**src/sv/assert_macros.svh**
```systemverilog
// ----------------------------------------------------------------------------
// Assertion macros
// Shared concurrent assertion forms, clocked on aclk, off while in reset.
// ----------------------------------------------------------------------------
`ifndef ASSERT_MACROS_SVH
`define ASSERT_MACROS_SVH

// same-cycle implication
`define DV64_ASSERT_IMP(lbl, ante, cons, msg) \
    lbl: assert property (@(posedge aclk) disable iff (!aresetn) (ante) |-> (cons)) \
        else $error(msg);

// next-cycle implication
`define DV64_ASSERT_NXT(lbl, ante, cons, msg) \
    lbl: assert property (@(posedge aclk) disable iff (!aresetn) (ante) |=> (cons)) \
        else $error(msg);

`endif

```
**src/sv/dv64_pkg.sv**
```systemverilog
// ----------------------------------------------------------------------------
// dv64_pkg
// Types and constants shared by the 64-bit divider chain.
// ----------------------------------------------------------------------------
`default_nettype none

package dv64_pkg;

    localparam int unsigned DW        = 64;
    localparam int unsigned NUM_STEPS = 64;

    localparam logic [DW-1:0] MIN_S64  = {1'b1, {(DW-1){1'b0}}};
    localparam logic [DW-1:0] NEG_ONE  = {DW{1'b1}};

    typedef enum logic [1:0] {
        MODE_UQUO = 2'd0,
        MODE_UREM = 2'd1,
        MODE_SQUO = 2'd2,
        MODE_SREM = 2'd3
    } dv64_mode_t;

    typedef enum logic [1:0] {
        ERR_OK       = 2'd0,
        ERR_DIV_ZERO = 2'd1,
        ERR_OVERFLOW = 2'd2
    } dv64_err_t;

    // sideband that rides along with each beat
    typedef struct packed {
        logic      rem_sel;
        logic      neg_res;
        dv64_err_t err;
    } dv64_side_t;

    // working word of one cell: partial remainder, dividend/quotient shifter, divisor, sideband
    typedef struct packed {
        logic [DW-1:0] part;
        logic [DW-1:0] numq;
        logic [DW-1:0] den;
        dv64_side_t    side;
    } dv64_lane_t;

endpackage

`default_nettype wire

```
**src/sv/dv64_cell.sv**
```systemverilog
// ----------------------------------------------------------------------------
// dv64_cell
// One restoring step: shift in a dividend bit, trial subtract, keep a bit.
// ----------------------------------------------------------------------------
`default_nettype none

module dv64_cell (
    input  wire logic                    aclk,
    input  wire logic                    aresetn,
    input  wire logic                    adv,
    input  wire logic                    valid_i,
    input  wire dv64_pkg::dv64_lane_t    lane_i,
    output logic                         valid_o,
    output dv64_pkg::dv64_lane_t         lane_o
);
    import dv64_pkg::*;

    logic          valid_reg;
    dv64_lane_t    lane_reg;
    dv64_lane_t    lane_next;
    logic [DW-1:0] shifted;
    logic [DW:0]   diff;
    logic          fit;

    always_comb begin
        // partial remainder never reaches 2^63 before its last shift
        shifted = {lane_i.part[DW-2:0], lane_i.numq[DW-1]};
        diff    = {1'b0, shifted} - {1'b0, lane_i.den};
        fit     = ~diff[DW];

        lane_next.part = fit ? diff[DW-1:0] : shifted;
        lane_next.numq = {lane_i.numq[DW-2:0], fit};
        lane_next.den  = lane_i.den;
        lane_next.side = lane_i.side;
    end

    always_ff @(posedge aclk) begin
        if (!aresetn) begin
            valid_reg <= 1'b0;
        end else if (adv) begin
            valid_reg <= valid_i;
        end
    end

    always_ff @(posedge aclk) begin
        if (adv) begin
            lane_reg <= lane_next;
        end
    end

    assign valid_o = valid_reg;
    assign lane_o  = lane_reg;

endmodule

`default_nettype wire

```
**config.mk**
```make
export PLATFORM = sky130hd
export DESIGN_NAME = dv64_cell
export DESIGN_NICKNAME = d
export VERILOG_FILES = /design/src/sv/assert_macros.svh /design/src/sv/dv64_pkg.sv /design/src/sv/dv64_cell.sv
export SDC_FILE = /design/constraint.sdc
export NUM_CORES = 1
export LEC_CHECK = 0
export ABC_CLOCK_PERIOD_IN_PS = 6500
export BUFFER_PORTS_ARGS = -buffer_cell sky130_fd_sc_hd__buf_2
export CORE_MARGIN = 2
export CORE_UTILIZATION = 25
export CTS_CLUSTER_DIAMETER = 150
export DETAILED_ROUTE_END_ITERATION = 8
export SYNTH_ARGS = -nofsm -noshare
export SYNTH_HDL_FRONTEND = slang
export SYNTH_SLANG_ARGS = --single-unit
```
**constraint.sdc**
```tcl
create_clock -name aclk -period 6.5 [get_ports aclk]
set_input_delay 0 -clock aclk [delete_from_list [all_inputs] [get_ports aclk]]
set_output_delay 0 -clock aclk [all_outputs]
set_load 0.02 [all_outputs]
```
==> results.ini <==
[cells_and_area]
antenna-diode-count=0
finalNonFillerCells=2102
layout.nets=1815
final_core_util_pct=37.4
areaGrowthSynthToFinish_pct=47.1
drive_above_1_share_pct=29.3
fill_cells=4171

[placement]
place_inst=1872
portBuffers=395
dpl.hpwl_mm=27.3
gp_congestion=0.794

[timing]
clock-skew-final_ns=0
rsz0062_at_grt=no
fin_crit_sh_pct=61.9
fin_crit_ns=4.02
tightest_slew_ns=0.887
slew_headroom_pct=40.9
finalSetupTns_ns=0
maxSlewViolCount=0
max_freq_ghz=0.248
hold_violations=0
holdWs_ns=0.220
finalSetupViolCount=0

[routing]
first_pass_iters=5
routed_wl_mm=36.3
wl_per_cell_um=17.3
vias=9510
viasPerCell=4.52
drc=0
antenna_left=0
first_iter_violations=475

[power_and_ir_drop]
p_leak_nw=6.82
irDropWorstVdd_uv=181
total_power_mw=3.64
p_per_area_nw_per_um2=231

[logic_synthesis]
yosysMostFrequentCell=edfxtp_1
ys_top_cells_by_count=edfxtp_1, a21oi_1, nor2_1
yosysSeqAreaShare_pct=55.3
synth_largest_area_cell=edfxtp_1
yosysWarnings=0
ys.flop_type=edfxtp_1
yosys-top-cells-area=edfxtp_1, ha_1, a21oi_1, nor2_1, inv_1
synth_async_sr_flop_share_pct=0
ys_types=58
synth_edf_count=196
synth_top_area_share_pct=55.1
syn_nets=1238
syn_area_um2=10700
synth_seq_cells=197
avgSynthCellArea_um2=11.0
syn_inst=973

[global_route]
grt_pass1_wl_mm=54.0
antenna_found_initial=2
groute.usage.overall_pct=16.2
grt_max_degree=72
overflow=0
grt_pass1_vias=9662

[setup_path]
reg2reg_depth=3
worstSetupStartpointType=primary input
worstPathArrival_ns=4.26
reg2reg_slack_ns=5.34
required_ns=6.73
r2r-start=valid_o
crit_path_max_fanout=65
crit_type=primary input to flop
setup.worst_path.end_class=flop
reg2reg_to=valid_o

[clock_network]
cts-root-buf=clkbuf_16
cts_buffers=17
clk_latency_ns=0.48
cts_tree=yes
cts_resized=0
htree_levels=4
cts_buffer_depth=2
post-cts-setup-buffers=0
cts.sinks=197
clk_pin_slew_worst_paths_ns=0.07

[floorplan]
die_width_um=211
pin_count=397
die_area_um2=44400
core_um2=42000
die_y_um=211
start_util_pct=25.4
rows=75

[worst_hold_path]
worstHoldPathType=primary input to flop
hold_depth=2
min_from=lane_i[100]
min_to=lane_o[101]

[run_status]
status=completed

[run]
cap_viol_max_count=0

[layer usage]
layer  vias to the layer above  wire (um)  global-route usage [%]
met5                         -         24                       0
met4                         4        423                    4.03
met3                        29       2590                    5.72
met2                       294      17200                    27.0
met1                      4473      16000                    19.9
li1                       4710          -                       -
[flip-flops by register name (all words and copies together), names as in the netlist]
register	count
lane_o	196
valid_o	1
[power by group]
| group | switching [mW] | total (mW) | leakage [nW] | internal, mW |
|---|---|---|---|---|
| clock | 0.536 | 1.03 | 0.257 | 0.498 |
| combinational | 0.615 | 1.02 | 4.63 | 0.405 |
| sequential | 0.0327 | 1.58 | 1.93 | 1.55 |
[critical path, cell delays in order]
cell and delay [ns]:
dlygate4sd3_1 0.53, buf_2 0.13, ha_1 0.24, fa_1 0.42
nand2b_1 0.18, a21o_1 0.20, a21oi_2 0.26, o31a_1 0.29
a22oi_1 0.25, a21oi_2 0.29, a31oi_1 0.24, o21ai_4 0.20
buf_4 0.54, mux2_2 0.41
[logic make-up after synthesis]
logic type	count (synthesis)	synth area share, %
and+or+nand+nor	236	10.1
AOI/OAI and AO/OA	277	15.5
xor gates and xnor gates	61	5.00
adders and majority gates	65	7.68
buffers and inverters	121	4.73
muxes	16	1.67
DFF	197	55.3
[worst max-delay path by stage]
| stage | startpoint | endpoint | slack [ns] | depth (start not counted) |
|---|---|---|---|---|
| 6_report | lane_i[4] | lane_o[154] | 2.48 | 14 |
| 5_1_grt | lane_i[20] | lane_o[155] | 2.25 | 14 |
| 4_1_cts | lane_i[4] | lane_o[154] | 2.46 | 14 |
| 3_5_place_dp | lane_i[4] | lane_o[160] | 2.47 | 13 |
| 3_3_place_gp | lane_i[131] | lane_o[160] | 2.47 | 14 |
| 2_1_floorplan | lane_i[131] | lane_o[160] | 3.84 | 13 |
[layout make-up]
class / instances / area (um^2) / area share, %
Multi-Input combinational cell: 655 / 4280 / 27.2
Tap cell: 539 / 674 / 4.29
Clock inverter: 14 / 116 / 0.740
Clock buffer: 18 / 429 / 2.73
Sequential cell: 197 / 5910 / 37.6
Timing Repair Buffer: 598 / 4010 / 25.5
Inverter: 81 / 304 / 1.93
[placed cells by master (no fill, tap or decap), drive strengths merged, types with 31 or more instances in the layout]
cell         Yosys  routed
buf             14     400
dlygate4sd3      0     198
edfxtp         196     196
a21oi          134     134
inv             81      87
nor2            84      84
nand2           70      70
ha              64      64
o21ai           52      52
xor2            31      31
[timing repair]
item | CTS | global route
hold buffers | 198 | 0
endpoints found under the setup margin | 0 | 0
endpoints found under the hold margin | 257 | 0
[metrics by stage]
| stage | area (um^2) | worst slack [ns] |
|---|---|---|
| after floorplan | 10700 | 3.84 |
| after global placement | 13200 | 2.47 |
| after detailed placement | 13200 | 2.47 |
| after CTS | 15700 | 2.46 |
| after global routing | 15700 | 2.25 |
| final | 15700 | 2.48 |
(Power assumes the default switching activity.)
