<file path="config.mk">
export PLATFORM = sky130hd
export DESIGN_NAME = dv64_post
export DESIGN_NICKNAME = d
export VERILOG_FILES = /design/src/sv/assert_macros.svh /design/src/sv/dv64_pkg.sv /design/src/sv/dv64_post.sv
export SDC_FILE = /design/constraint.sdc
export NUM_CORES = 1
export LEC_CHECK = 0
export BUFFER_PORTS_ARGS = -buffer_cell sky130_fd_sc_hd__buf_2
export CORE_MARGIN = 1.5
export CORE_UTILIZATION = 45
export DETAILED_ROUTE_END_ITERATION = 16
export PLACE_DENSITY_LB_ADDON = 0.3
export SLEW_MARGIN = 0
export SYNTH_ARGS = -nofsm -noshare
export SYNTH_HDL_FRONTEND = slang
export SYNTH_SLANG_ARGS = --single-unit
</file>
<file path="constraint.sdc">
create_clock -name aclk -period 7.39 [get_ports aclk]
set_input_delay 2.217 -clock aclk [delete_from_list [all_inputs] [get_ports aclk]]
set_output_delay 2.217 -clock aclk [all_outputs]
set_load 0.02 [all_outputs]
</file>
<file path="src/sv/assert_macros.svh">
// ----------------------------------------------------------------------------
// Assertion macros
// Shared concurrent assertion forms, clocked on aclk, off while in reset.
// ----------------------------------------------------------------------------
`ifndef ASSERT_MACROS_SVH
`define ASSERT_MACROS_SVH

// same-cycle implication
`define DV64_ASSERT_IMP(lbl, ante, cons, msg) \
    lbl: assert property (@(posedge aclk) disable iff (!aresetn) (ante) |-> (cons)) \
        else $error(msg);

// next-cycle implication
`define DV64_ASSERT_NXT(lbl, ante, cons, msg) \
    lbl: assert property (@(posedge aclk) disable iff (!aresetn) (ante) |=> (cons)) \
        else $error(msg);

`endif

</file>
<file path="src/sv/dv64_pkg.sv">
// ----------------------------------------------------------------------------
// dv64_pkg
// Types and constants shared by the 64-bit divider chain.
// ----------------------------------------------------------------------------
`default_nettype none

package dv64_pkg;

    localparam int unsigned DW        = 64;
    localparam int unsigned NUM_STEPS = 64;

    localparam logic [DW-1:0] MIN_S64  = {1'b1, {(DW-1){1'b0}}};
    localparam logic [DW-1:0] NEG_ONE  = {DW{1'b1}};

    typedef enum logic [1:0] {
        MODE_UQUO = 2'd0,
        MODE_UREM = 2'd1,
        MODE_SQUO = 2'd2,
        MODE_SREM = 2'd3
    } dv64_mode_t;

    typedef enum logic [1:0] {
        ERR_OK       = 2'd0,
        ERR_DIV_ZERO = 2'd1,
        ERR_OVERFLOW = 2'd2
    } dv64_err_t;

    // sideband that rides along with each beat
    typedef struct packed {
        logic      rem_sel;
        logic      neg_res;
        dv64_err_t err;
    } dv64_side_t;

    // working word of one cell: partial remainder, dividend/quotient shifter, divisor, sideband
    typedef struct packed {
        logic [DW-1:0] part;
        logic [DW-1:0] numq;
        logic [DW-1:0] den;
        dv64_side_t    side;
    } dv64_lane_t;

endpackage

`default_nettype wire

</file>
<file path="src/sv/dv64_post.sv">
// ----------------------------------------------------------------------------
// dv64_post
// Exit stage: pick quotient or remainder, apply sign, zero on fault.
// ----------------------------------------------------------------------------
`default_nettype none

module dv64_post (
    input  wire logic                    aclk,
    input  wire logic                    aresetn,
    input  wire logic                    adv,
    input  wire logic                    valid_i,
    input  wire dv64_pkg::dv64_lane_t    lane_i,
    output logic                         valid_o,
    output logic [63:0]                  result,
    output logic [1:0]                   error
);
    import dv64_pkg::*;

    logic          valid_reg;
    logic [DW-1:0] result_reg;
    logic [DW-1:0] result_next;
    dv64_err_t     error_reg;
    logic [DW-1:0] value;

    always_comb begin
        value = lane_i.side.rem_sel ? lane_i.part : lane_i.numq;
        if (lane_i.side.err != ERR_OK) begin
            result_next = '0;
        end else if (lane_i.side.neg_res) begin
            result_next = ~value + 1'b1;
        end else begin
            result_next = value;
        end
    end

    always_ff @(posedge aclk) begin
        if (!aresetn) begin
            valid_reg <= 1'b0;
        end else if (adv) begin
            valid_reg <= valid_i;
        end
    end

    always_ff @(posedge aclk) begin
        if (adv) begin
            result_reg <= result_next;
            error_reg  <= lane_i.side.err;
        end
    end

    assign valid_o = valid_reg;
    assign result  = result_reg;
    assign error   = error_reg;

endmodule

`default_nettype wire

</file>
==> summary.md <==
| Metric | Value |
|---|---|
| Outcome | `completed` |
| Final hold vios | `0` |
| Area grow syn2layout | `23.7%` |
| Die ar. | `about 0.013 mm^2` |
| Layout cells sized above 1 | `about a third` |
| Die H | `roughly 120 um` |
| Reg2reg setup slack | `6790 ps` |
| Non-Filler Instances | `between 900 and 1000` |
| Largest net degree at the start of global routing | `63` |
| Pwr Density | `166 mW/mm^2` |
| Kind of critical path | `primary input to flip-flop` |
| Routed via count | `5608` |
| Vias in the first global route | `5202` |
| Total of max-cap violations | `0` |
| DP Cell Count | `931` |
| Global-route wire length before repair | `about 26 mm` |
| FFs w/ async S/R, synth | `0%` |
| Lkg Pwr | `between 2 and 3 nW` |
| Final TNS setup | `0 ps` |
| DIE WIDTH | `roughly 120 um` |
| Post-Synthesis Cells | `594` |
| Final setup viols | `0` |
| Post-synth EDFFs | `66` |
| Number of synthesized register bits | `67` |
| Netlist Area Pre-Place | `roughly 0.0057 mm^2` |
| Max reg flops | `64` |
| DP HPWL | `12.7 mm` |
| Total global-route track usage | `around 25%` |
| Initial antenna violation count | `2` |
| # resized after CTS | `0` |
| Grt total ovfl | `0` |
| Max-slew violation count | `0` |
| Post-DR vias/cell | `5.92` |
| CTS tree | `yes` |
| Setup WS pre-CTS | `between 1500 and 2000 ps` |
| Row count | `40` |
| Synth cell types | `67` |
| Post-synth top flop | `edfxtp_1` |
| Crit path max fanout | `61` |
| Worst setup EP type | `flip-flop` |
| Fmax | `178 MHz` |
| H-tree levels | `3` |
| Buffers added on ports | `slightly above 200` |
| CP arrival | `between 5000 and 6000 ps` |
| Nets@finish | `roughly 1000` |
| Startpoint class of the critical path | `primary input` |
| Worst Hold Class | `flip-flop to flip-flop` |
| # DRC | `0` |
| Drt wl/cell | `~18 um` |
| Most common cell after layout, fill and taps aside | `buf_2` |
| I/O pins | `about 270` |
| Core Area | `roughly 0.012 mm^2` |
| CP required | `7460 ps` |
| Crit share post-route | `75.9%` |
| Syn_nets | `between 700 and 800` |
| Final WS setup | `~1800 ps` |
| Post-CTS setup buffers | `0` |
| Initial Util | `between 40 and 50%` |
| # hold bufs at CTS | `0` |
| Final antenna-violating net count | `0` |
| Most frequent cells in the layout | `buf_2, edfxtp_1, mux2i_1` |
| WL final | `between 15 and 20 mm` |
| CTS Root Cell | `clkbuf_16` |
| Starting DRT DRC Count | `455` |
| Worst VDD drop | `around 0.1 mV` |
| RSZ-0062 raised after global routing | `no` |
| Skew-Pair Late Insertion Delay | `340 ps` |
| CTS max path bufs | `2` |
| Avg Inst Size Synth | `9.55 um^2` |
| Yosys warnings | `0` |
| Clk slew on worst S/H paths | `60 ps` |
| Sequential area share after synthesis | `around a third` |
| Tightest Pin Transition | `about 1100 ps` |
| CTS Sinks | `67` |
| Placer Congestion | `about 0.86` |
| DRT Pass-1 Iters | `5` |
| Num CTS Buffers | `9` |
| Max-slew headroom | `approximately a quarter` |
| Final min period | `around 5600 ps` |
| Fill count | `1055` |
| Max Clock Skew | `0 ps` |
[area by class of cell]
class                   count  area [um^2]  area share, %
diodes                      1         2.50         0.0356
clock buffers              11          243           3.46
clock inverters             5         30.0          0.428
inverters                   2         7.51          0.107
multi-input cells         485         3460           49.3
flip-flops and latches     67         2000           28.5
well taps                 168          210           2.99
repair buffers            209         1070           15.2
[worst paths after layout]
| check | from | to | depth (start not counted) |
|---|---|---|---|
| hold / removal | valid_o | valid_o | 2 |
| setup reg to reg | valid_o | valid_o | 2 |
| setup / recovery | lane_i[3] | result[62] | 8 |
| hold reg to reg | valid_o | valid_o | 2 |
[cell usage after synthesis, types with 4 or more instances]
master	n	share of area, %
a21boi_0	4	0.53
a21oi_1	12	1.1
a222oi_1	6	1.1
a22oi_1	4	0.53
a31oi_1	4	0.44
and2_1	4	0.44
and3_1	7	0.77
buf_1	5	0.33
buf_2	10	0.88
buf_6	5	0.99
clkbuf_1	19	1.3
edfxtp_1	66	35
mux2_2	9	1.8
mux2i_1	65	11
nand2_1	49	3.2
nand2b_1	4	0.44
nand3_1	13	1.1
nand4_1	13	1.4
nor2_1	61	4.0
nor3_1	26	2.3
nor3b_1	13	1.7
nor4_1	11	1.2
o21a_1	4	0.53
o21ai_0	19	1.7
o31ai_1	7	0.93
o32ai_1	4	0.62
o41ai_2	12	3.4
or3_1	18	2.0
or3b_1	4	0.62
or3b_2	11	1.7
or4_1	6	0.79
or4b_2	6	1.1
xnor2_1	41	6.3
xor2_1	5	0.77
[per-layer routing]
| metal | global-route usage [%] | share of wire (%) | up-vias |
|---|---|---|---|
| met3 | 5.06 | 6.6 | 32 |
| met2 | 44.5 | 49 | 243 |
| li1 | - | - | 2656 |
| met5 | 0 | 0.088 | - |
| met4 | 10.5 | 2.2 | 2 |
| met1 | 30.5 | 42 | 2675 |
[kinds of logic after synthesis]
group           synth area share, %
fa+ha+maj                     0.220
simple gates                   25.4
compound gates                 14.9
buf+inv                        3.73
mux                            13.5
xor+xnor                       7.10
flops                          35.3
[report_power, final]
part	leakage, nW	internal, mW	switching [mW]
clock	0.131	0.234	0.173
combinational	2.03	0.119	0.176
sequential	0.640	0.453	0.00772
[worst max-delay path, stage by stage]
cell	delay [ps]
buf_4	450
buf_4	670
or3b_2	540
a222oi_1	640
nand4_1	270
nor4_1	600
o21a_1	180
nor3_1	50
[through the flow]
step	power (mW)	utilization (%)	hold slack, ps	cell area (um^2)
final	1.16	57.7	535	7020
after global routing	1.21	57.7	571	7020
after CTS	1.17	57.7	536	7020
after detailed placement	0.762	55.5	527	6750
after global placement	0.757	55.5	503	6750
after floorplan	0.651	-	589	5670
Note: power is estimated with default switching activity, not from simulation.
