[src/sv/assert_macros.svh]
// ----------------------------------------------------------------------------
// Assertion macros
// Shared concurrent assertion forms, clocked on aclk, off while in reset.
// ----------------------------------------------------------------------------
`ifndef ASSERT_MACROS_SVH
`define ASSERT_MACROS_SVH

// same-cycle implication
`define DV64_ASSERT_IMP(lbl, ante, cons, msg) \
    lbl: assert property (@(posedge aclk) disable iff (!aresetn) (ante) |-> (cons)) \
        else $error(msg);

// next-cycle implication
`define DV64_ASSERT_NXT(lbl, ante, cons, msg) \
    lbl: assert property (@(posedge aclk) disable iff (!aresetn) (ante) |=> (cons)) \
        else $error(msg);

`endif

[src/sv/dv64_pkg.sv]
// ----------------------------------------------------------------------------
// dv64_pkg
// Types and constants shared by the 64-bit divider chain.
// ----------------------------------------------------------------------------
`default_nettype none

package dv64_pkg;

    localparam int unsigned DW        = 64;
    localparam int unsigned NUM_STEPS = 64;

    localparam logic [DW-1:0] MIN_S64  = {1'b1, {(DW-1){1'b0}}};
    localparam logic [DW-1:0] NEG_ONE  = {DW{1'b1}};

    typedef enum logic [1:0] {
        MODE_UQUO = 2'd0,
        MODE_UREM = 2'd1,
        MODE_SQUO = 2'd2,
        MODE_SREM = 2'd3
    } dv64_mode_t;

    typedef enum logic [1:0] {
        ERR_OK       = 2'd0,
        ERR_DIV_ZERO = 2'd1,
        ERR_OVERFLOW = 2'd2
    } dv64_err_t;

    // sideband that rides along with each beat
    typedef struct packed {
        logic      rem_sel;
        logic      neg_res;
        dv64_err_t err;
    } dv64_side_t;

    // working word of one cell: partial remainder, dividend/quotient shifter, divisor, sideband
    typedef struct packed {
        logic [DW-1:0] part;
        logic [DW-1:0] numq;
        logic [DW-1:0] den;
        dv64_side_t    side;
    } dv64_lane_t;

endpackage

`default_nettype wire

[src/sv/dv64_prep.sv]
// ----------------------------------------------------------------------------
// dv64_prep
// Entry stage: fault checks, operand magnitudes and result sign.
// ----------------------------------------------------------------------------
`default_nettype none

module dv64_prep (
    input  wire logic                    aclk,
    input  wire logic                    aresetn,
    input  wire logic                    adv,
    input  wire logic                    valid_i,
    input  wire logic [63:0]             dividend,
    input  wire logic [63:0]             divisor,
    input  wire logic [1:0]              mode,
    output logic                         valid_o,
    output dv64_pkg::dv64_lane_t         lane_o
);
    import dv64_pkg::*;

    logic       valid_reg;
    dv64_lane_t lane_reg;
    dv64_lane_t lane_next;
    dv64_mode_t mode_op;
    logic       signed_op;
    logic       num_neg;
    logic       den_neg;

    always_comb begin
        mode_op   = dv64_mode_t'(mode);
        signed_op = (mode_op == MODE_SQUO) || (mode_op == MODE_SREM);
        num_neg   = signed_op & dividend[DW-1];
        den_neg   = signed_op & divisor[DW-1];

        lane_next.part = '0;
        lane_next.numq = num_neg ? (~dividend + 1'b1) : dividend;
        lane_next.den  = den_neg ? (~divisor + 1'b1) : divisor;

        lane_next.side.rem_sel = (mode_op == MODE_UREM) || (mode_op == MODE_SREM);
        // quotient sign from both operands, remainder sign from the dividend
        lane_next.side.neg_res = (mode_op == MODE_SREM) ? num_neg : (num_neg ^ den_neg);

        if (divisor == '0) begin
            lane_next.side.err = ERR_DIV_ZERO;
        end else if (mode_op == MODE_SQUO && dividend == MIN_S64 && divisor == NEG_ONE) begin
            lane_next.side.err = ERR_OVERFLOW;
        end else begin
            lane_next.side.err = ERR_OK;
        end
    end

    always_ff @(posedge aclk) begin
        if (!aresetn) begin
            valid_reg <= 1'b0;
        end else if (adv) begin
            valid_reg <= valid_i;
        end
    end

    always_ff @(posedge aclk) begin
        if (adv) begin
            lane_reg <= lane_next;
        end
    end

    assign valid_o = valid_reg;
    assign lane_o  = lane_reg;

endmodule

`default_nettype wire

[config.mk]
export PLATFORM = sky130hd
export DESIGN_NAME = dv64_prep
export DESIGN_NICKNAME = d
export VERILOG_FILES = /design/src/sv/assert_macros.svh /design/src/sv/dv64_pkg.sv /design/src/sv/dv64_prep.sv
export SDC_FILE = /design/constraint.sdc
export NUM_CORES = 1
export LEC_CHECK = 0
export ABC_AREA = 1
export ABC_CLOCK_PERIOD_IN_PS = 1900
export BUFFER_PORTS_ARGS = -buffer_cell sky130_fd_sc_hd__buf_2
export CAP_MARGIN = 5
export CORE_UTILIZATION = 32
export CTS_CLUSTER_SIZE = 10
export DETAILED_ROUTE_END_ITERATION = 10
export PLACE_DENSITY_LB_ADDON = 0.12
export SYNTH_ARGS = -nofsm -noshare
export SYNTH_HDL_FRONTEND = slang
export SYNTH_SLANG_ARGS = --single-unit
[constraint.sdc]
create_clock -name aclk -period 1.9 [get_ports aclk]
set_input_delay 0.095 -clock aclk [delete_from_list [all_inputs] [get_ports aclk]]
set_output_delay 0.095 -clock aclk [all_outputs]
set_load 0.05 [all_outputs]
==> impl_summary.md, run 1 <==
Final layout
Of the cells placed in the final design, the portion with a size suffix greater than 1 is 0.253. The finished cells cover 11900 um^2. The number of nets in the final layout is 1653. The number of filler instances in the final layout is ~3000. Relative to the synthesized area, the layout overhead comes to 26.7%. The multi-input gate area in the final layout is 4680 um^2. For this run, the number of standard cells in the final layout without fillers is 1915. Across the whole layout, storage elements account for 3980 um^2.

Clock tree
TritonCTS built the clock tree. The clock sink count is 133. The number of buffers on the longest clock path is 2.

The cell at the root of the clock tree is sky130_fd_sc_hd__clkbuf_16. The number of CTS-inserted buffers is 17. The CTS clock-pin slew for the worst setup and hold paths is 60 ps. The CTS H-tree depth is 4. The clock latency on the worst-skew pair is 420 ps.

Worst setup path
The worst setup path category is in2reg. Among all stages on the critical path, the largest delay is contributed by sky130_fd_sc_hd__dlygate4sd3_1. Walking the worst path, the cells encountered are dlygate4sd3_1 > buf_2 > inv_1 > ha_2 > nand2_2 > nor2_8 > buf_6 > nand3_4 > o21bai_4 > nand3_1 > nand2_1 > inv_1.

The data arrival time at the worst-slack endpoint is 1960 ps. The type of destination of the critical path is a flop. The critical path required time is 2080 ps. The delay of the slowest critical-path stage is ~530 ps. Of all nets on the critical path, the largest fanout is 5. The startpoint type of the worst setup path is an input port. Among the stages of the critical path, the cell type that occurs most often is sky130_fd_sc_hd__inv_1.

Pwr
Across the VDD grid, the largest voltage drop is 0.000567 V. The static leakage is 5.35 nW. The total power divided by cell area is 826 nW/um^2.

Die
The core box area is 28800 um^2. The floorplan has between 60 and 70 rows. The die is 173 um tall. The floorplan step set the die width to 173 um. The die covers 30000 um^2.

between 300 and 400 I/O pins were placed. For this configuration, the core starts out at a cell density of 0.325.

Timing
The final max-slew violation count is 0. The final-report hold violation count came to 0. The final setup violation count is 0.

In the finished design, the share of the clock period the worst path needs comes to 0.935. After layout, the minimum clock period comes to roughly 1800 ps. The smallest setup slack after layout is ~120 ps. The highest achievable clock rate is 563 MHz. For the final database, setup skew stands at 0 ps.

Drt
Dividing the detail-routed via count by the number of cells gives 4.68. The number of routed nets with antenna violations is 0. After detailed routing, the number of remaining DRC violations is 0. Dividing the detail-routed wire length by the instance count gives 17.3 um. For this run, the detailed router's first-pass iteration total came to 5.

The initial DRC count is 641. The detailed router placed 8955 vias in this run. The final layout contains routed wiring with a total length of 33100 um.

Logic synthesis
The average cell area after synthesis is 7.73 um^2. Synthesis handed over a netlist of 1212 instances. For this run, the number of Yosys warnings is 0.

The sequential-to-total area share from yosys stat is 0.425. The number of distinct library cells after synthesis is 35. The share of flip-flops with an asynchronous set or reset after synthesis is 0. Among all flip-flop cells after synthesis, the most frequent one is sky130_fd_sc_hd__edfxtp_1. The number of flip-flops and latches in the synthesized netlist is 133.

The cell area after synthesis is 9370 um^2. In this run, synthesis inferred 132 flip-flops with an integrated enable.

Global route
The number of antenna violations at the first check in global routing came to 3. The total track usage is 0.220. The global-route wire length before repair is 49400 um. The global route total overflow is 0. The number of global-route vias before repair is 8707. The largest net degree at the start of global routing is 38.

Placed design
The post-place setup slack is 175 ps. The placed instances occupy a cell area of between 10000 and 15000 um^2. Buffers placed on the I/O ports in this run total 266.

After detailed placement, the design holds a cell count of 1862. The wire-length estimate of the detail-placed layout is 27000 um. The final RePlAce weighted congestion is around 0.97.

Run
The tool flagged a number of max-cap violations equal to 0.

Worst hold path
The path class of the tightest hold or removal check is in2reg.

Outcome
The run finished with clean final reports.
==> logic make-up (layout without fill, tap and decap cells) <==
logic type                 count (synthesis)  count (layout)  synth area share
buffers and inverters                    191             444             0.105
other                                      1              67          0.000400
adders and majority gates                  3               3           0.00401
AOI/OAI and AO/OA                         53              53            0.0378
DFF                                      133             133             0.425
and+or+nand+nor                          766             766             0.366
xor gates and xnor gates                  65              65            0.0616
==> cell type report <==
class	instances	area share
sequential	133	0.336
multi-input combinational	951	0.395
clock inverter	13	0.0113
clock buffer	18	0.0362
inverter	111	0.0351
antenna	3	0.000633
timing repair buffer	302	0.146
tap	384	0.0405
==> stage by stage <==
step	total power, mW	hold WS, ps	setup TNS [ps]	utilization
floorplan	5.78	188	0	-
global placement	6.55	294	0	0.384
detailed placement	6.54	292	0	0.384
CTS	9.88	0.0386	0	0.410
global route	10.2	9.83	-6.22	0.412
finish	9.80	11.9	0	0.412
==> cells in the mapped netlist (all sizes together), types with 5 or more instances <==
cell    count  area share
nand2     370        0.16
nor2      228        0.11
edfxtp    132        0.42
nand3     113       0.063
inv       111       0.044
buf        75       0.058
o21ai      42       0.030
nand4      37       0.026
xor2       34       0.033
xnor2      31       0.029
a21oi      10      0.0053
nand3b     10      0.0080
clkbuf      5      0.0020
nor3        5      0.0027
==> flip-flops by register name, summed over array words and instances (netlist names) <==
| name | cells |
|---|---|
| lane_o | 132 |
| valid_o | 1 |
==> path summary, 6_finish.rpt <==
path	start	endpoint	slack, ps	depth (start not counted)
worst max-delay path	divisor[0]	lane_o[66]$_DFFE_PP_	120	12
worst min register to register	valid_o$_SDFFE_PN0P_	valid_o$_SDFFE_PN0P_	1080	3
worst min-delay path	dividend[14]	lane_o[82]$_DFFE_PP_	10	2
worst max register to register	valid_o$_SDFFE_PN0P_	valid_o$_SDFFE_PN0P_	730	3
==> layout by cell type, fill, tap and decap left out, types with 17 or more instances in the layout <==
cell and count:
sky130_fd_sc_hd__buf_2 265, sky130_fd_sc_hd__inv_1 109, sky130_fd_sc_hd__o21ai_0 26, sky130_fd_sc_hd__edfxtp_1 132
sky130_fd_sc_hd__xnor2_1 31, sky130_fd_sc_hd__clkbuf_16 17, sky130_fd_sc_hd__xor2_1 33, sky130_fd_sc_hd__dlygate4sd3_1 17
sky130_fd_sc_hd__nand4_1 36, sky130_fd_sc_hd__nand3_1 108, sky130_fd_sc_hd__nand2_1 349, sky130_fd_sc_hd__conb_1 64
sky130_fd_sc_hd__nor2_1 201
==> repair_timing <==
item | CTS | global route
resized for setup | 0 | 11
endpoints found under the hold margin | 16 | 0
hold buffers | 17 | 0
buffers inserted | 0 | 2
setup endpoints to repair | 0 | 15
==> power breakdown <==
part	leakage [nW]	internal [mW]	switching [mW]
clock network	0.263	1.92	1.36
logic	3.79	0.621	2.20
registers	1.30	3.59	0.105
==> metal layers <==
metal / global-route usage / vias up / share of wire
met2: 0.346 / 389 / 0.44
met5: 0 / - / 0.00033
met3: 0.0433 / 71 / 0.065
li1: - / 4435 / -
met1: 0.290 / 4058 / 0.45
met4: 0.105 / 2 / 0.044
==> worst max-delay path: cells and delay by family <==
kind / cells / cell delay (ps)
AOI/OAI and AO/OA: 1 / 220
adders and majority gates: 1 / 190
and+or+nand+nor: 5 / 520
buffers and inverters: 5 / 930
Power figures use the tool's default switching activity.
==> run 2: changes to the inputs <==
--- a/config.mk
+++ b/config.mk
@@ -12,7 +12,7 @@
 export CORE_UTILIZATION = 32
 export CTS_CLUSTER_SIZE = 10
 export DETAILED_ROUTE_END_ITERATION = 10
-export PLACE_DENSITY_LB_ADDON = 0.12
+export PLACE_DENSITY = 0.54
 export SYNTH_ARGS = -nofsm -noshare
 export SYNTH_HDL_FRONTEND = slang
 export SYNTH_SLANG_ARGS = --single-unit
==> run 2 against run 1 <==
  * First-iteration DRC count shrank 3.6%
  * Clock power grew 4%
  * Maximum frequency is 3.9% lower
  * Final cell count rose by 0.21%
  * Clock skew did not move
  * Count of clock-buffer cells in the layout did not move
  * Sequential share of layout area shrank 0.099 points
  * Register-to-register slack barely moved
  * Global-route usage increased by 0.63 points
  * Critical endpoint is now lane_o[40]$_DFFE_PP_
==> impl_summary.md, run 2 (synthesis gave the netlist of run 1 again) <==
Worst setup path
The setup slack on the worst flop-to-flop path was 730 ps (about the same). The signal on the critical path passes through dlygate4sd3_1 > buf_2 > inv_1 > ha_2 > nand2_2 > nor2_8 > nand2_2 > o21ai_4 > nand2_2 > xor2_1. STA classifies the critical path endpoint as a flop. The worst setup path is of the in2reg kind. The data arrival time at the worst-slack endpoint is 2020 ps (+60 ps). The delay of the slowest critical-path stage is 560 ps (+30 ps).

The startpoint type of the worst setup path is an input port. In this design, the critical path's most frequently occurring cell is sky130_fd_sc_hd__nand2_2. The biggest fanout along the worst timing path is 7 (+2). The slowest cell on the critical path is sky130_fd_sc_hd__dlygate4sd3_1.

The critical path required time is 2070 ps (about the same).

Placed design
The number of buffers added on ports was 266 (unchanged). The total cell area at the placement stage is 11100 um^2 (about the same). The post-place setup slack is 184 ps (+8.96 ps). The total instance count after detailed placement is 1864 (+0.11%).

The post-DP HPWL is 28100 um (+4.3%). The final RePlAce weighted congestion is 0.945 (-2.2%).

Pwr
The worst ir drop on vdd came to 0.000557 V (-1.9%). The total power divided by cell area is 835 nW/um^2 (+1.1%). The static leakage is 5.38 nW (+0.55%).

Drt
The routed via count divided by cell count came to 4.71 (+0.75%). The final routed wirelength across all metal layers is 34100 um (+3.1%). The initial DRC count was 618 (-3.6%).

The via count is 9041 (+0.96%). The number of routed nets with antenna violations is 0 (unchanged). The post-detailed-route DRC marker count is 0 (unchanged).

The number of detailed-route iterations in the first pass was 5 (unchanged). The detail-routed net length per standard cell is 17.8 um (+2.9%).

Clock tree
The CTS clock-pin slew for the worst setup and hold paths was 60 ps (about the same). The clock latency on the worst-skew pair is 420 ps (about the same). The CTS H-tree depth came to 4 (unchanged). The TritonCTS clock tree is done. The number of CTS-inserted buffers came to 17 (unchanged). The clock sink count came to 133 (unchanged). The root buffer cell chosen for the clock tree is sky130_fd_sc_hd__clkbuf_16.

The number of buffers on the longest clock path is 2 (unchanged).

Final layout
The top cell types in the final layout, fill and taps aside, are sky130_fd_sc_hd__nand2_1 (349), sky130_fd_sc_hd__buf_2 (265), sky130_fd_sc_hd__nor2_1 (201), sky130_fd_sc_hd__edfxtp_1 (132). The area growth from synthesis to layout is 27.1%. The most frequent standard cell in the layout excluding fill and tap cells is sky130_fd_sc_hd__nand2_1. The post-route standard cell area excluding fillers came to 11900 um^2 (+0.30%).

The number of nets in the final layout is 1658 (+0.30%). The number of filler instances in the final layout is 2969 (-1.6%). The flip-flop count of the largest register, all copies and words added is 132 (unchanged). The share of the core filled with cells in the final layout was 0.413 (+0.00122). The number of cells in the finished layout apart from fillers came to 1919 (+0.21%). The fraction of layout cells with a size suffix above 1 is 0.252 (-0.000991).

Global route
The global route total overflow was 0 (unchanged). The largest net degree at the start of global routing is 34 (-11%). The global-route wire length before repair is 50000 um (+1.2%). The total track usage is 0.227 (+0.00630). The number of antenna violations at the first check in global routing is 1 (-2). The number of global-route vias before repair is 8437 (-3.1%).

Timing
The post-route minimum period is 1850 ps (+72.4 ps). The smallest setup slack after layout is 50.9 ps (-72.4 ps). The final setup TNS came to 0 ps (unchanged). The clock tree skew after final layout is 0 ps (unchanged). The final max-slew violation count is 0 (unchanged).

The final setup violation count is 0 (unchanged). The highest achievable clock rate is 541 MHz (-3.9%). The part of the cycle the worst path needs came to 0.973 (+0.0381). The final-report hold violation count is 0 (unchanged).

Run
The max-cap violation count is 0 (unchanged).

Die
The width of the die is 173 um (unchanged). The number of top-level pins is 331 (unchanged). The chip height is 173 um (unchanged). The number of placement rows was 62 (unchanged). The starting density of the core was 0.325 (unchanged). The area of the die was 30000 um^2 (unchanged). The core box area is 28800 um^2 (unchanged).

Worst hold path
The tightest min-delay check is of the in2reg type.

Outcome
The run finished with clean final reports.
## run 2: worst max-delay path: cells and delay by family
| kind | cells | cell delay [ps] |
|---|---|---|
| compound gates | 1 | 270 |
| xor+xnor | 1 | 150 |
| fa+ha+maj | 1 | 210 |
| buf+inv | 3 | 790 |
| simple gates | 4 | 490 |
## run 2: report_power, final
part | switching, mW | total [mW] | leakage [nW] | internal, mW
sequential | 0.100 | 3.69 | 1.30 | 3.59
combinational | 2.22 | 2.84 | 3.80 | 0.626
clock | 1.35 | 3.40 | 0.277 | 2.05
## run 2: final timing paths
kind                              from                    to  cells after the start
setup reg to reg  valid_o$_SDFFE_PN0P_  valid_o$_SDFFE_PN0P_                      3
hold / removal             divisor[18]  lane_o[22]$_DFFE_PP_                      2
hold reg to reg   valid_o$_SDFFE_PN0P_  valid_o$_SDFFE_PN0P_                      3
setup / recovery            divisor[0]  lane_o[40]$_DFFE_PP_                     10
## run 2: stage by stage
stage               total power [mW]  hold WS [ps]
global placement                6.56           307
detailed placement              6.56           311
floorplan                       5.78           188
finish                          9.94          20.7
CTS                             10.0          1.93
global route                    10.3          9.73
## run 2: area by class of cell
type / count / area [um^2] / area share
multi-input combinational: 951 / 4670 / 0.392
sequential: 133 / 3980 / 0.335
antenna: 1 / 2.50 / 0.000210
tap: 384 / 480 / 0.0404
timing repair buffer: 307 / 1760 / 0.148
clock inverter: 14 / 160 / 0.0135
clock buffer: 18 / 429 / 0.0361
inverter: 111 / 417 / 0.0350
## run 2: what timing repair did
item	in CTS	in global routing
hold buffers	20	1
buffers inserted	0	1
gates resized for setup	0	7
endpoints found under the setup margin	0	21
endpoints found under the hold margin	19	1
## run 2: per-layer routing
metal / GRT usage / share of wire / up-vias
li1: - / - / 4438
met1: 0.295 / 0.44 / 4187
met2: 0.381 / 0.48 / 384
met3: 0.0444 / 0.067 / 32
met4: 0.0645 / 0.019 / 0
met5: 0 / 0 / -
